[src/rtl/tod_pkg.sv]
// Tilt orientation debouncer: shared types, codes and reset constants.
// Used by every module of the block; no dependencies of its own.
package tod_pkg;

  localparam int ACCEL_WIDTH_DEF = 16;
  localparam int COUNT_WIDTH_DEF = 32;

  localparam int AGREE_W = 4;
  localparam int FLAT_W  = 31;
  localparam int ROT_W   = 2;
  localparam int CFG_IDX_W = 2;

  localparam logic [AGREE_W-1:0] RUN_MAX = 4'd15;

  // Register reset values (flat threshold is 0.35 g squared in Q6.24)
  localparam logic               AUTO_EN_RST = 1'b1;
  localparam logic [AGREE_W-1:0] AGREE_RST   = 4'd3;
  localparam logic [FLAT_W-1:0]  FLAT_SQ_RST = 31'd2055208;

  // Display rotation in quarter turns
  localparam logic [ROT_W-1:0] ROT_0   = 2'd0;
  localparam logic [ROT_W-1:0] ROT_90  = 2'd1;
  localparam logic [ROT_W-1:0] ROT_180 = 2'd2;
  localparam logic [ROT_W-1:0] ROT_270 = 2'd3;

  typedef enum logic [CFG_IDX_W-1:0] {
    CFG_AUTO_ENABLE = 2'd0,
    CFG_AGREE_THR   = 2'd1,
    CFG_FLAT_SQ     = 2'd2
  } cfg_idx_e;

  typedef enum logic [2:0] {
    POSE_NONE           = 3'd0,
    POSE_FLAT           = 3'd1,
    POSE_LANDSCAPE      = 3'd2,
    POSE_LANDSCAPE_FLIP = 3'd3,
    POSE_PORTRAIT_RIGHT = 3'd4,
    POSE_PORTRAIT_LEFT  = 3'd5
  } pose_e;

  typedef struct packed {
    logic               auto_en;
    logic [AGREE_W-1:0] agree_thr;
    logic [FLAT_W-1:0]  flat_sq;
  } cfg_t;

  // Per-item flags handed from the classify stage to the debounce stage
  typedef struct packed {
    logic             read_ok;
    logic             locked;
    logic [ROT_W-1:0] disp;
    logic [ROT_W-1:0] rot;
    pose_e            pose;
  } cls_t;

endpackage

[src/rtl/tod_classify.sv]
// Classify stage: squares both axes and picks the dominant-axis rotation.
// Depends on tod_pkg.
module tod_classify #(
  parameter int ACCEL_WIDTH = tod_pkg::ACCEL_WIDTH_DEF
) (
  input  logic                            clk_i,
  input  logic                            rst_ni,
  input  logic                            en_i,
  input  logic                            valid_i,
  input  logic                            read_ok_i,
  input  logic                            locked_i,
  input  logic [tod_pkg::ROT_W-1:0]       disp_i,
  input  logic signed [ACCEL_WIDTH-1:0]   accel_x_i,
  input  logic signed [ACCEL_WIDTH-1:0]   accel_y_i,
  output logic                            valid_o,
  output tod_pkg::cls_t                   cls_o,
  output logic [2*ACCEL_WIDTH-1:0]        sq_x_o,
  output logic [2*ACCEL_WIDTH-1:0]        sq_y_o
);
  import tod_pkg::*;

  logic                          valid_q;
  cls_t                          cls_d, cls_q;
  logic signed [2*ACCEL_WIDTH-1:0] sq_x_d, sq_y_d;
  logic [2*ACCEL_WIDTH-1:0]      sq_x_q, sq_y_q;
  logic signed [ACCEL_WIDTH:0]   x_ext, y_ext;
  logic [ACCEL_WIDTH:0]          mag_x, mag_y;

  // Magnitudes one bit wider so the most negative reading stays exact
  assign x_ext = {accel_x_i[ACCEL_WIDTH-1], accel_x_i};
  assign y_ext = {accel_y_i[ACCEL_WIDTH-1], accel_y_i};
  assign mag_x = x_ext[ACCEL_WIDTH] ? (ACCEL_WIDTH+1)'(-x_ext) : x_ext;
  assign mag_y = y_ext[ACCEL_WIDTH] ? (ACCEL_WIDTH+1)'(-y_ext) : y_ext;

  // Signed square equals the square of the magnitude
  assign sq_x_d = (2*ACCEL_WIDTH)'(accel_x_i) * (2*ACCEL_WIDTH)'(accel_x_i);
  assign sq_y_d = (2*ACCEL_WIDTH)'(accel_y_i) * (2*ACCEL_WIDTH)'(accel_y_i);

  always_comb begin
    cls_d.read_ok = read_ok_i;
    cls_d.locked  = locked_i;
    cls_d.disp    = disp_i;
    if (mag_x >= mag_y) begin
      cls_d.rot  = accel_x_i[ACCEL_WIDTH-1] ? ROT_180 : ROT_0;
      cls_d.pose = accel_x_i[ACCEL_WIDTH-1] ? POSE_LANDSCAPE : POSE_LANDSCAPE_FLIP;
    end else begin
      cls_d.rot  = accel_y_i[ACCEL_WIDTH-1] ? ROT_270 : ROT_90;
      cls_d.pose = accel_y_i[ACCEL_WIDTH-1] ? POSE_PORTRAIT_RIGHT : POSE_PORTRAIT_LEFT;
    end
  end

  always_ff @(posedge clk_i or negedge rst_ni) begin
    if (!rst_ni) begin
      valid_q <= 1'b0;
    end else if (en_i) begin
      valid_q <= valid_i;
    end
  end

  always_ff @(posedge clk_i) begin
    if (en_i) begin
      cls_q  <= cls_d;
      sq_x_q <= sq_x_d;
      sq_y_q <= sq_y_d;
    end
  end

  assign valid_o = valid_q;
  assign cls_o   = cls_q;
  assign sq_x_o  = sq_x_q;
  assign sq_y_o  = sq_y_q;

endmodule

[src/rtl/tod_debounce.sv]
// Debounce stage: flat test, candidate/agree tracking, commit decision,
// counters and the result register. Depends on tod_pkg.
module tod_debounce #(
  parameter int ACCEL_WIDTH = tod_pkg::ACCEL_WIDTH_DEF,
  parameter int COUNT_WIDTH = tod_pkg::COUNT_WIDTH_DEF
) (
  input  logic                          clk_i,
  input  logic                          rst_ni,
  input  logic                          en_i,
  input  logic                          valid_i,
  input  tod_pkg::cls_t                 cls_i,
  input  logic [2*ACCEL_WIDTH-1:0]      sq_x_i,
  input  logic [2*ACCEL_WIDTH-1:0]      sq_y_i,
  input  tod_pkg::cfg_t                 cfg_i,
  output logic                          valid_o,
  output logic                          commit_valid_o,
  output logic [tod_pkg::ROT_W-1:0]     commit_rotation_o,
  output tod_pkg::pose_e                pose_o,
  output logic [tod_pkg::AGREE_W-1:0]   agree_count_o,
  output logic                          decision_known_o,
  output logic [tod_pkg::ROT_W-1:0]     last_decision_o,
  output logic [COUNT_WIDTH-1:0]        sample_count_o,
  output logic [COUNT_WIDTH-1:0]        error_count_o,
  output logic [COUNT_WIDTH-1:0]        commit_count_o
);
  import tod_pkg::*;

  localparam int SUM_W = 2*ACCEL_WIDTH + 1;
  localparam int CMP_W = (SUM_W > FLAT_W) ? SUM_W : FLAT_W;

  logic                   valid_q;
  logic                   commit_d, commit_q;
  logic [ROT_W-1:0]       crot_d, crot_q;
  pose_e                  pose_d, pose_q;
  logic                   cand_v_d, cand_v_q;
  logic [ROT_W-1:0]       cand_rot_d, cand_rot_q;
  logic [AGREE_W-1:0]     run_d, run_q;
  logic                   dk_d, dk_q;
  logic [ROT_W-1:0]       ld_d, ld_q;
  logic [COUNT_WIDTH-1:0] samp_d, samp_q, err_d, err_q, cm_d, cm_q;
  logic [SUM_W-1:0]       sq_sum;
  logic                   is_flat;

  assign sq_sum  = SUM_W'(sq_x_i) + SUM_W'(sq_y_i);
  assign is_flat = CMP_W'(sq_sum) < CMP_W'(cfg_i.flat_sq);

  always_comb begin
    commit_d   = 1'b0;
    crot_d     = ROT_0;
    pose_d     = POSE_NONE;
    cand_v_d   = cand_v_q;
    cand_rot_d = cand_rot_q;
    run_d      = run_q;
    dk_d       = dk_q;
    ld_d       = ld_q;
    samp_d     = samp_q;
    err_d      = err_q;
    cm_d       = cm_q;
    if (!cls_i.read_ok) begin
      // failed read keeps the candidate and its run
      err_d = err_q + COUNT_WIDTH'(1);
    end else begin
      samp_d = samp_q + COUNT_WIDTH'(1);
      if (cls_i.locked || !cfg_i.auto_en) begin
        cand_v_d = 1'b0;
        run_d    = '0;
      end else if (is_flat) begin
        pose_d   = POSE_FLAT;
        cand_v_d = 1'b0;
        run_d    = '0;
      end else begin
        pose_d = cls_i.pose;
        if (cand_v_q && (cand_rot_q == cls_i.rot)) begin
          run_d = (run_q == RUN_MAX) ? RUN_MAX : run_q + AGREE_W'(1);
        end else begin
          cand_v_d   = 1'b1;
          cand_rot_d = cls_i.rot;
          run_d      = AGREE_W'(1);
        end
        if (run_d >= cfg_i.agree_thr) begin
          dk_d = 1'b1;
          ld_d = cls_i.rot;
          if (cls_i.rot != cls_i.disp) begin
            commit_d = 1'b1;
            crot_d   = cls_i.rot;
            cm_d     = cm_q + COUNT_WIDTH'(1);
          end
        end
      end
    end
  end

  always_ff @(posedge clk_i or negedge rst_ni) begin
    if (!rst_ni) begin
      valid_q    <= 1'b0;
      cand_v_q   <= 1'b0;
      cand_rot_q <= ROT_0;
      run_q      <= '0;
      dk_q       <= 1'b0;
      ld_q       <= ROT_0;
      samp_q     <= '0;
      err_q      <= '0;
      cm_q       <= '0;
    end else if (en_i) begin
      valid_q <= valid_i;
      if (valid_i) begin
        cand_v_q   <= cand_v_d;
        cand_rot_q <= cand_rot_d;
        run_q      <= run_d;
        dk_q       <= dk_d;
        ld_q       <= ld_d;
        samp_q     <= samp_d;
        err_q      <= err_d;
        cm_q       <= cm_d;
      end
    end
  end

  always_ff @(posedge clk_i) begin
    if (en_i && valid_i) begin
      commit_q <= commit_d;
      crot_q   <= crot_d;
      pose_q   <= pose_d;
    end
  end

  // State registers load together with the result, so they read as the result
  assign valid_o           = valid_q;
  assign commit_valid_o    = commit_q;
  assign commit_rotation_o = crot_q;
  assign pose_o            = pose_q;
  assign agree_count_o     = run_q;
  assign decision_known_o  = dk_q;
  assign last_decision_o   = ld_q;
  assign sample_count_o    = samp_q;
  assign error_count_o     = err_q;
  assign commit_count_o    = cm_q;

endmodule

[src/rtl/tilt_orientation_debouncer_unit.sv]
// Tilt orientation debouncer, top level: stream ports, config registers,
// input register and the classify/debounce stages.
// Depends on tod_pkg, tod_classify and tod_debounce.
//
// Usage:
//  - s_axis carries one accelerometer sample per item; tuser is read_ok
//    (0 = failed read). m_axis returns exactly one result item per input.
//  - cfg port: write-only, always ready; index 0 auto_enable, 1
//    agree_threshold, 2 flat_threshold_sq. Write only while no item is
//    in flight.
//  - Pipeline: an accepted item passes the input, square and result
//    registers in that order before m_axis_tvalid rises. Throughput: one
//    item per cycle while m_axis is not stalled, since the debounce state
//    updates in the same cycle that it consumes the registered squares.
//  - Reset clears the pipeline, candidate, decision and all counters, and
//    loads the register defaults (auto on, threshold 3, 0.35 g squared).
//  - A stalled m_axis holds its result; upstream stages keep filling until
//    all three are full, then s_axis_tready drops.
module tilt_orientation_debouncer_unit #(
  parameter int ACCEL_WIDTH = tod_pkg::ACCEL_WIDTH_DEF,
  parameter int COUNT_WIDTH = tod_pkg::COUNT_WIDTH_DEF,
  localparam int IN_DATA_W  = ((2*ACCEL_WIDTH + 3 + 7) / 8) * 8,
  localparam int OUT_RAW_W  = 13 + 3*COUNT_WIDTH,
  localparam int OUT_DATA_W = ((OUT_RAW_W + 7) / 8) * 8
) (
  input  logic                             clk_i,
  input  logic                             rst_ni,
  // slave stream
  input  logic                             s_axis_tvalid,
  output logic                             s_axis_tready,
  // tdata: accel_x, accel_y, locked, display_rotation, zero pad
  input  logic [IN_DATA_W-1:0]             s_axis_tdata,
  // tuser: read_ok
  input  logic                             s_axis_tuser,
  // master stream
  output logic                             m_axis_tvalid,
  input  logic                             m_axis_tready,
  // tdata: commit_valid, commit_rotation, pose, agree_count, decision_known,
  //        last_decision, sample_count, error_count, commit_count, zero pad
  output logic [OUT_DATA_W-1:0]            m_axis_tdata,
  // configuration writes
  input  logic                             cfg_valid_i,
  output logic                             cfg_ready_o,
  input  logic [tod_pkg::CFG_IDX_W-1:0]    cfg_index_i,
  input  logic [tod_pkg::FLAT_W-1:0]       cfg_data_i
);
  import tod_pkg::*;

  cfg_t cfg_q;

  // input register
  logic                          v0_q;
  logic                          ok_q, lock_q;
  logic [ROT_W-1:0]              disp_q;
  logic signed [ACCEL_WIDTH-1:0] ax_q, ay_q;

  logic en0, en1, en2;
  logic v1, v2;
  cls_t cls;
  logic [2*ACCEL_WIDTH-1:0] sq_x, sq_y;

  logic                   commit_valid, decision_known;
  logic [ROT_W-1:0]       commit_rotation, last_decision;
  pose_e                  pose;
  logic [AGREE_W-1:0]     agree_count;
  logic [COUNT_WIDTH-1:0] sample_count, error_count, commit_count;

  // Each stage moves when the one after it is empty or moving
  assign en2 = !v2 || m_axis_tready;
  assign en1 = !v1 || en2;
  assign en0 = !v0_q || en1;
  assign s_axis_tready = en0;

  assign cfg_ready_o = 1'b1;

  always_ff @(posedge clk_i or negedge rst_ni) begin
    if (!rst_ni) begin
      cfg_q.auto_en   <= AUTO_EN_RST;
      cfg_q.agree_thr <= AGREE_RST;
      cfg_q.flat_sq   <= FLAT_SQ_RST;
    end else if (cfg_valid_i) begin
      unique case (cfg_idx_e'(cfg_index_i))
        CFG_AUTO_ENABLE: cfg_q.auto_en   <= cfg_data_i[0];
        CFG_AGREE_THR:   cfg_q.agree_thr <= cfg_data_i[AGREE_W-1:0];
        CFG_FLAT_SQ:     cfg_q.flat_sq   <= cfg_data_i;
        default: ;  // unmapped index: write dropped
      endcase
    end
  end

  always_ff @(posedge clk_i or negedge rst_ni) begin
    if (!rst_ni) begin
      v0_q <= 1'b0;
    end else if (en0) begin
      v0_q <= s_axis_tvalid;
    end
  end

  always_ff @(posedge clk_i) begin
    if (en0 && s_axis_tvalid) begin
      ok_q   <= s_axis_tuser;
      ax_q   <= s_axis_tdata[ACCEL_WIDTH-1:0];
      ay_q   <= s_axis_tdata[2*ACCEL_WIDTH-1:ACCEL_WIDTH];
      lock_q <= s_axis_tdata[2*ACCEL_WIDTH];
      disp_q <= s_axis_tdata[2*ACCEL_WIDTH+2:2*ACCEL_WIDTH+1];
    end
  end

  tod_classify #(
    .ACCEL_WIDTH(ACCEL_WIDTH)
  ) u_classify (
    .clk_i     (clk_i),
    .rst_ni    (rst_ni),
    .en_i      (en1),
    .valid_i   (v0_q),
    .read_ok_i (ok_q),
    .locked_i  (lock_q),
    .disp_i    (disp_q),
    .accel_x_i (ax_q),
    .accel_y_i (ay_q),
    .valid_o   (v1),
    .cls_o     (cls),
    .sq_x_o    (sq_x),
    .sq_y_o    (sq_y)
  );

  tod_debounce #(
    .ACCEL_WIDTH(ACCEL_WIDTH),
    .COUNT_WIDTH(COUNT_WIDTH)
  ) u_debounce (
    .clk_i             (clk_i),
    .rst_ni            (rst_ni),
    .en_i              (en2),
    .valid_i           (v1),
    .cls_i             (cls),
    .sq_x_i            (sq_x),
    .sq_y_i            (sq_y),
    .cfg_i             (cfg_q),
    .valid_o           (v2),
    .commit_valid_o    (commit_valid),
    .commit_rotation_o (commit_rotation),
    .pose_o            (pose),
    .agree_count_o     (agree_count),
    .decision_known_o  (decision_known),
    .last_decision_o   (last_decision),
    .sample_count_o    (sample_count),
    .error_count_o     (error_count),
    .commit_count_o    (commit_count)
  );

  assign m_axis_tvalid = v2;
  assign m_axis_tdata  = OUT_DATA_W'({commit_count, error_count, sample_count,
                                      last_decision, decision_known, agree_count,
                                      pose, commit_rotation, commit_valid});

  // A commit always records its rotation as the latest decision
  a_commit_decided: assert property (@(posedge clk_i) disable iff (!rst_ni)
    (v2 && commit_valid) |-> (decision_known && (last_decision == commit_rotation)))
    else $error("commit without matching decision");

  // Flat or unclassified samples never commit
  a_no_commit_flat: assert property (@(posedge clk_i) disable iff (!rst_ni)
    (v2 && ((pose == POSE_NONE) || (pose == POSE_FLAT))) |-> !commit_valid)
    else $error("commit on flat or unclassified sample");

  // Every processed item bumps exactly one of the sample and error counters
  a_one_count: assert property (@(posedge clk_i) disable iff (!rst_ni)
    (en2 && v1) |=> (COUNT_WIDTH'(sample_count + error_count) ==
                     COUNT_WIDTH'($past(sample_count + error_count) + 1'b1)))
    else $error("sample/error count did not advance by one");

endmodule

[config.mk]
export PLATFORM = sky130hd
export DESIGN_NAME = tilt_orientation_debouncer_unit
export DESIGN_NICKNAME = d
export VERILOG_FILES = /design/src/rtl/tod_pkg.sv /design/src/rtl/tod_classify.sv /design/src/rtl/tod_debounce.sv /design/src/rtl/tilt_orientation_debouncer_unit.sv
export SDC_FILE = /design/constraint.sdc
export NUM_CORES = 2
export LEC_CHECK = 0
export ABC_AREA = 0
export BUFFER_PORTS_ARGS = -buffer_cell sky130_fd_sc_hd__buf_2
export CAP_MARGIN = 5
export CORE_AREA = 2 2 252 279
export DETAILED_ROUTE_END_ITERATION = 6
export DIE_AREA = 0 0 254 281
export PLACE_DENSITY = 0.66
export SLEW_MARGIN = 30
export SYNTH_ARGS = -nofsm -noshare
export SYNTH_HDL_FRONTEND = slang
export SYNTH_SLANG_ARGS = --single-unit
[constraint.sdc]
create_clock -name clk_i -period 17 [get_ports clk_i]
set_input_delay 1.7 -clock clk_i [delete_from_list [all_inputs] [get_ports clk_i]]
set_output_delay 1.7 -clock clk_i [all_outputs]
set_load 0.01 [all_outputs]
Word-level counts from Yosys, hierarchy flattened
Cells that the tools add are included.

cells by class
  reductions and logical operators = 25
  bitwise logic cells = 6
  multipliers = 2
  $add $sub $neg = 7
  magnitude comparators = 3
  equal/unequal tests = 6
  mux-type cells = 19

operators by type and width
  operator                                       number
  adder 32 x 1 -> 32 bit, second input constant  3
  multiplier 16 x 16 -> 32 bit                   2
  two-way mux 17 bit                             2
  negation 16 -> 17 bit                          2
  adder 32 x 32 -> 33 bit                        1
  < comparator 33 x 31 -> 1 bit                  1
  two-way mux 4 bit                              7
  >= comparator 17 bit                           1
  AND reduction 6 bit                            2
  two-way mux 1 bit                              7
  AND reduction 7 bit                            1
  inverter 1 bit                                 6
  AND reduction 2 bit                            3
  AND reduction 3 bit                            2
  two-way mux 5 bit                              1
  OR reduction 5 bit                             1
  adder 4 x 1 -> 4 bit, second input constant    1
  == test 4 bit, second input constant           1
  >= comparator 4 bit                            1
  zero test 1 bit                                4
  logical OR 1 bit                               4
  two-way mux 2 bit                              2
  AND reduction 4 bit                            1
  OR reduction 4 bit                             1
  other kinds (9)                                11

storage, ports and cells
  input port bits = 79
  word-level logic and storage cells = 98
  bits in registers = 260

Logic depth before layout (Yosys ltp)
  depth in word-level cells = 9
  mapped depth = 26
  depth with buffers taken out = 24

By module
Synthesis repeated with hierarchy kept, for this count alone.

unflattened totals
  cell total of the unflattened synthesis = 3,185
  area total of the unflattened synthesis = 31,577.8 sq um

modules (own cells, without submodules)
  module                           cells an instance  sequential area each (sq um)  area each (sq um)  times used
  tod_classify                     2,275              2,127.0                       21,393.0           1
  tod_debounce                     782                2,857.7                       7,485.9            1
  tilt_orientation_debouncer_unit  128                2,024.4                       2,698.8            1

Worst setup path before layout
OpenSTA, ideal clock, no wires.

  kind = reg-to-reg
  start point = register ax_q[15]
  end point = register u_classify.sq_x_q[31] (netlist: u_classify.sq_x_o[31]) (data pin)
  library setup time = 260 ps
  cell stages (with the launch flop) = 23
  path slack = 10,161 ps
  data arrival time = 6,579 ps
  path through = edfxtp_1 -> inv_1 -> clkbuf_1 -> clkbuf_1 -> nor2_1 -> fa_1 -> fa_1 -> fa_1 -> fa_1 -> fa_1 -> inv_1 -> fa_1 -> inv_1 -> ha_1 -> inv_1 -> or2_2 -> or3_1 -> o2111ai_1 -> nand2_1 -> o211a_1 -> o21bai_1 -> a21oi_1 -> xnor2_1

between the ends
  word-level cells in the longest chain between the ends = 1

RTL lines
  what                          RTL line                                text
  start: declaration            tilt_orientation_debouncer_unit.sv:55   logic signed [ACCEL_WIDTH-1:0] ax_q, ay_q;
  start signal: assignment      tilt_orientation_debouncer_unit.sv:102  ax_q <= s_axis_tdata[ACCEL_WIDTH-1:0];
  multiplier 16 x 16 -> 32 bit  tod_classify.sv:36                      assign sq_x_d = (2*ACCEL_WIDTH)'(accel_x_i) * (2*ACCEL_WIDTH)'(accel_x_i);
  net u_classify.sq_x_d[31]     tod_classify.sv:24                      logic signed [2*ACCEL_WIDTH-1:0] sq_x_d, sq_y_d;
  end signal: assignment        tod_classify.sv:63                      sq_x_q <= sq_x_d;
  end: declaration              tod_classify.sv:25                      logic [2*ACCEL_WIDTH-1:0] sq_x_q, sq_y_q;

The timed path passes the listed nets, and every way through them passes these cells.
A chain may end at the register's enable or synchronous reset.

Final worst setup path
  start point = register ay_q[15]
  end point = register u_classify.sq_y_q[31] (netlist: u_classify.sq_y_o[31]) (data pin)

between the ends
  word-level cells in the longest chain between the ends = 1

RTL lines
  what                          RTL line                                text
  start: declaration            tilt_orientation_debouncer_unit.sv:55
  start signal: assignment      tilt_orientation_debouncer_unit.sv:103  ay_q <= s_axis_tdata[2*ACCEL_WIDTH-1:ACCEL_WIDTH];
  multiplier 16 x 16 -> 32 bit  tod_classify.sv:37                      assign sq_y_d = (2*ACCEL_WIDTH)'(accel_y_i) * (2*ACCEL_WIDTH)'(accel_y_i);
  net u_classify.sq_y_d[31]     tod_classify.sv:24
  end signal: assignment        tod_classify.sv:64                      sq_y_q <= sq_y_d;
  end: declaration              tod_classify.sv:25

The timed path passes the listed nets, and every way through them passes these cells.

==> impl_metrics.ini <==
[critical_path]
timing.rr.end = u_classify.sq_y_o[31]
crit_path_top_delay_cell = fa_1
crit_buf_inv = 4
critPathTopFamily = adder cells
r2r-start = ay_q[15]
path_max_fanout = 32
r2r_slack_ps = 9070
crit_path_start_kind = flop
cp.arrival_ps = 8240
cp-end-kind = flop
crit_path_end = u_classify.sq_y_o[31]
r2r_cells = 20
cpMostUsedCell = fa_1
crit_type = reg2reg
cp_cell_sequence = buf_4 -> clkinv_1 -> nor2_1 -> fa_1 -> fa_1 -> fa_1 -> fa_1 -> fa_1 -> inv_1 -> fa_1 -> inv_1 -> ha_1 -> a21oi_1 -> nor2b_1 -> o31ai_1 -> nor2b_1 -> o211ai_1 -> a211o_1 -> a21oi_1 -> xnor2_1
worst-path-stages = 20
critPathMaxStageDelay_ps = 950
crit_required_ps = 17310
startpoint = ay_q[15]

[synthesis]
async_reset_ff_share_pct = 56.4
netlist.top_cell.by_area = fa_1
yosysMostFrequentCell = inv_1
synth_flop_cell = dfrtp_1
synth.avg_cell_area_um2 = 9.99
yosysTopAreaCellShare_pct = 30.6
synth_seq_cells = 257
synthTopCellsByArea = fa_1, ha_1, edfxtp_1
ys_seq_area_share_pct = 23.0
synth_warnings = 0
synthCells = 3055
yosys-top-cells-count = inv_1, fa_1, ha_1
syn_area_mm2 = 0.0305
ys_types = 74
synth-edff-count = 112

[route]
drt_iter0_drc = 1096
detail-route-antenna-nets = 0
firstDrtPassIters = 5
drc = 0
wire_per_inst_um = 16.4
wl_um = 68300
viasPerCell = 5.03
num_vias = 21000

[finish]
area.growth.synth_to_final_pct = 9.89
nFillCells = 6398
final_nets = 4034
layout-drive-gt1-share_pct = 10.4
finalInstanceArea_mm2 = 0.0335

[sta]
skew_ps = 15.5
setup-tns-final_ps = 0
rsz0062_at_grt = no
hold_viol_final = 0
period_share_pct = 46.7
fmax_ghz = 0.126
slew_headroom_pct = 35.6
setup_viol = 0
worst_pin_slew_ps = 966
period_minus_slack_ps = 7930
fin_hold_ws_ps = 421
drv_slew = 0

[cts]
cts_setup_buffers = 0
htreeDepth = 1
clkSinkCount = 257
clockBufferDepth = 3
cts-buffers-inserted = 31
root_buffer = clkbuf_16
cts_tree = done
ctsHoldBuffers = 0
clk_latency_ps = 580
path_clk_slew_ps = 60
cts-resized-gates = 0

[run_status]
status = finished, final reports clean

[floorplanning]
io_pins = 194
row_count = 101
initial_core_util_pct = 44.6
coreArea_mm2 = 0.0685
fp.dieW_um = 254
design.die.area_mm2 = 0.0714
die_y_um = 281

[global_routing]
grt_max_degree = 74
grt_pass1_vias = 22100
grt_pass1_wl_um = 112000
overflow = 0
antenna_found_initial = 10
grt_use_total_pct = 20.0

[job]
drv_cap = 0

[placed_design]
gp_congestion = 0.894
post_dp_cell_area_mm2 = 0.0325
io_buffer_count = 184
hpwl_um = 54300

[worst_hold_path]
hp-class = reg2reg
final cells by class:
| cell class | count | area (um2) | area share [%] |
|---|---|---|---|
| diodes | 3 | 7.51 | 0.0224 |
| well taps | 927 | 1160 | 3.46 |
| repair buffers | 208 | 1120 | 3.35 |
| multi-input cells | 2015 | 20600 | 61.3 |
| clock buffers | 44 | 897 | 2.68 |
| inverters | 706 | 2650 | 7.90 |
| flip-flops and latches | 257 | 7010 | 20.9 |
| clock inverters | 13 | 129 | 0.384 |
logic make-up (layout without fill, tap and decap cells):
| kind of cell | after synthesis | in the layout | share of synthesized area [%] |
|---|---|---|---|
| flops | 257 | 257 | 23.0 |
| xor+xnor | 229 | 229 | 6.57 |
| fa+ha+maj | 736 | 736 | 41.6 |
| simple gates | 720 | 720 | 11.1 |
| mux | 47 | 47 | 1.71 |
| other cells | 2 | 8 | 0.0246 |
| buf+inv | 786 | 971 | 9.77 |
| compound gates | 278 | 278 | 6.16 |
per-layer routing:
layer	vias to the layer above	track usage, %	routed length (um)
li1	9879	-	-
met1	10500	25.8	28900
met2	469	35.1	33700
met3	119	2.90	4000
met4	14	4.87	1670
met5	-	0	88
cell usage in the layout (no fill, tap or decap), types with 18 or more instances in the layout:
master     synthesis  final
a21o_1            39     39
a21oi_1           81     81
and2_1            73     72
and3_1            29     29
buf_2              1    183
buf_4              6     21
clkbuf_16          0     33
dfrtp_1          131    131
edfxtp_1         112    112
fa_1             466    466
ha_1             270    270
inv_1            698    698
mux2_2            37     37
nand2_1          241    240
nand3_1           60     60
nand4_1           24     24
nor2_1           174    174
nor2b_1           18     18
nor3_1            36     36
o21ai_0           46     46
xnor2_1          151    151
xor2_1            78     78
flip-flops by register name, indices dropped and copies added, names as in the netlist, 2 cells and up:
signal,cells
cfg_q,36
u_debounce.commit_count_o,32
u_debounce.error_count_o,32
u_debounce.sample_count_o,32
u_classify.sq_x_o,31
u_classify.sq_y_o,31
ax_q,16
ay_q,16
u_classify.cls_o,8
u_debounce.agree_count_o,4
u_debounce.pose_o,3
disp_q,2
u_debounce.cand_rot_q,2
u_debounce.commit_rotation_o,2
u_debounce.last_decision_o,2
per-stage QoR:
stage | worst slack, ps | utilization [%] | std cells
finish | 9070 | 49.0 | 4173
detailed placement | 9030 | 47.4 | 4112
global placement | 9200 | 47.4 | 4111
floorplan | 10160 | - | 3058
global route | 8640 | 49.0 | 4173
CTS | 8970 | 48.9 | 4169
worst min path at each step:
stage               startpoint             endpoint  cells after the start
floorplan            disp_q[0]  u_classify.cls_o[5]                      0
CTS                       ok_q  u_classify.cls_o[8]                      0
detailed placement   disp_q[1]  u_classify.cls_o[6]                      0
finish                    ok_q  u_classify.cls_o[8]                      0
global route              ok_q  u_classify.cls_o[8]                      0
global placement        lock_q  u_classify.cls_o[7]                      0
Power is not shown: default switching activity piles up to over one toggle a cycle in this logic, so the estimate is an artifact.
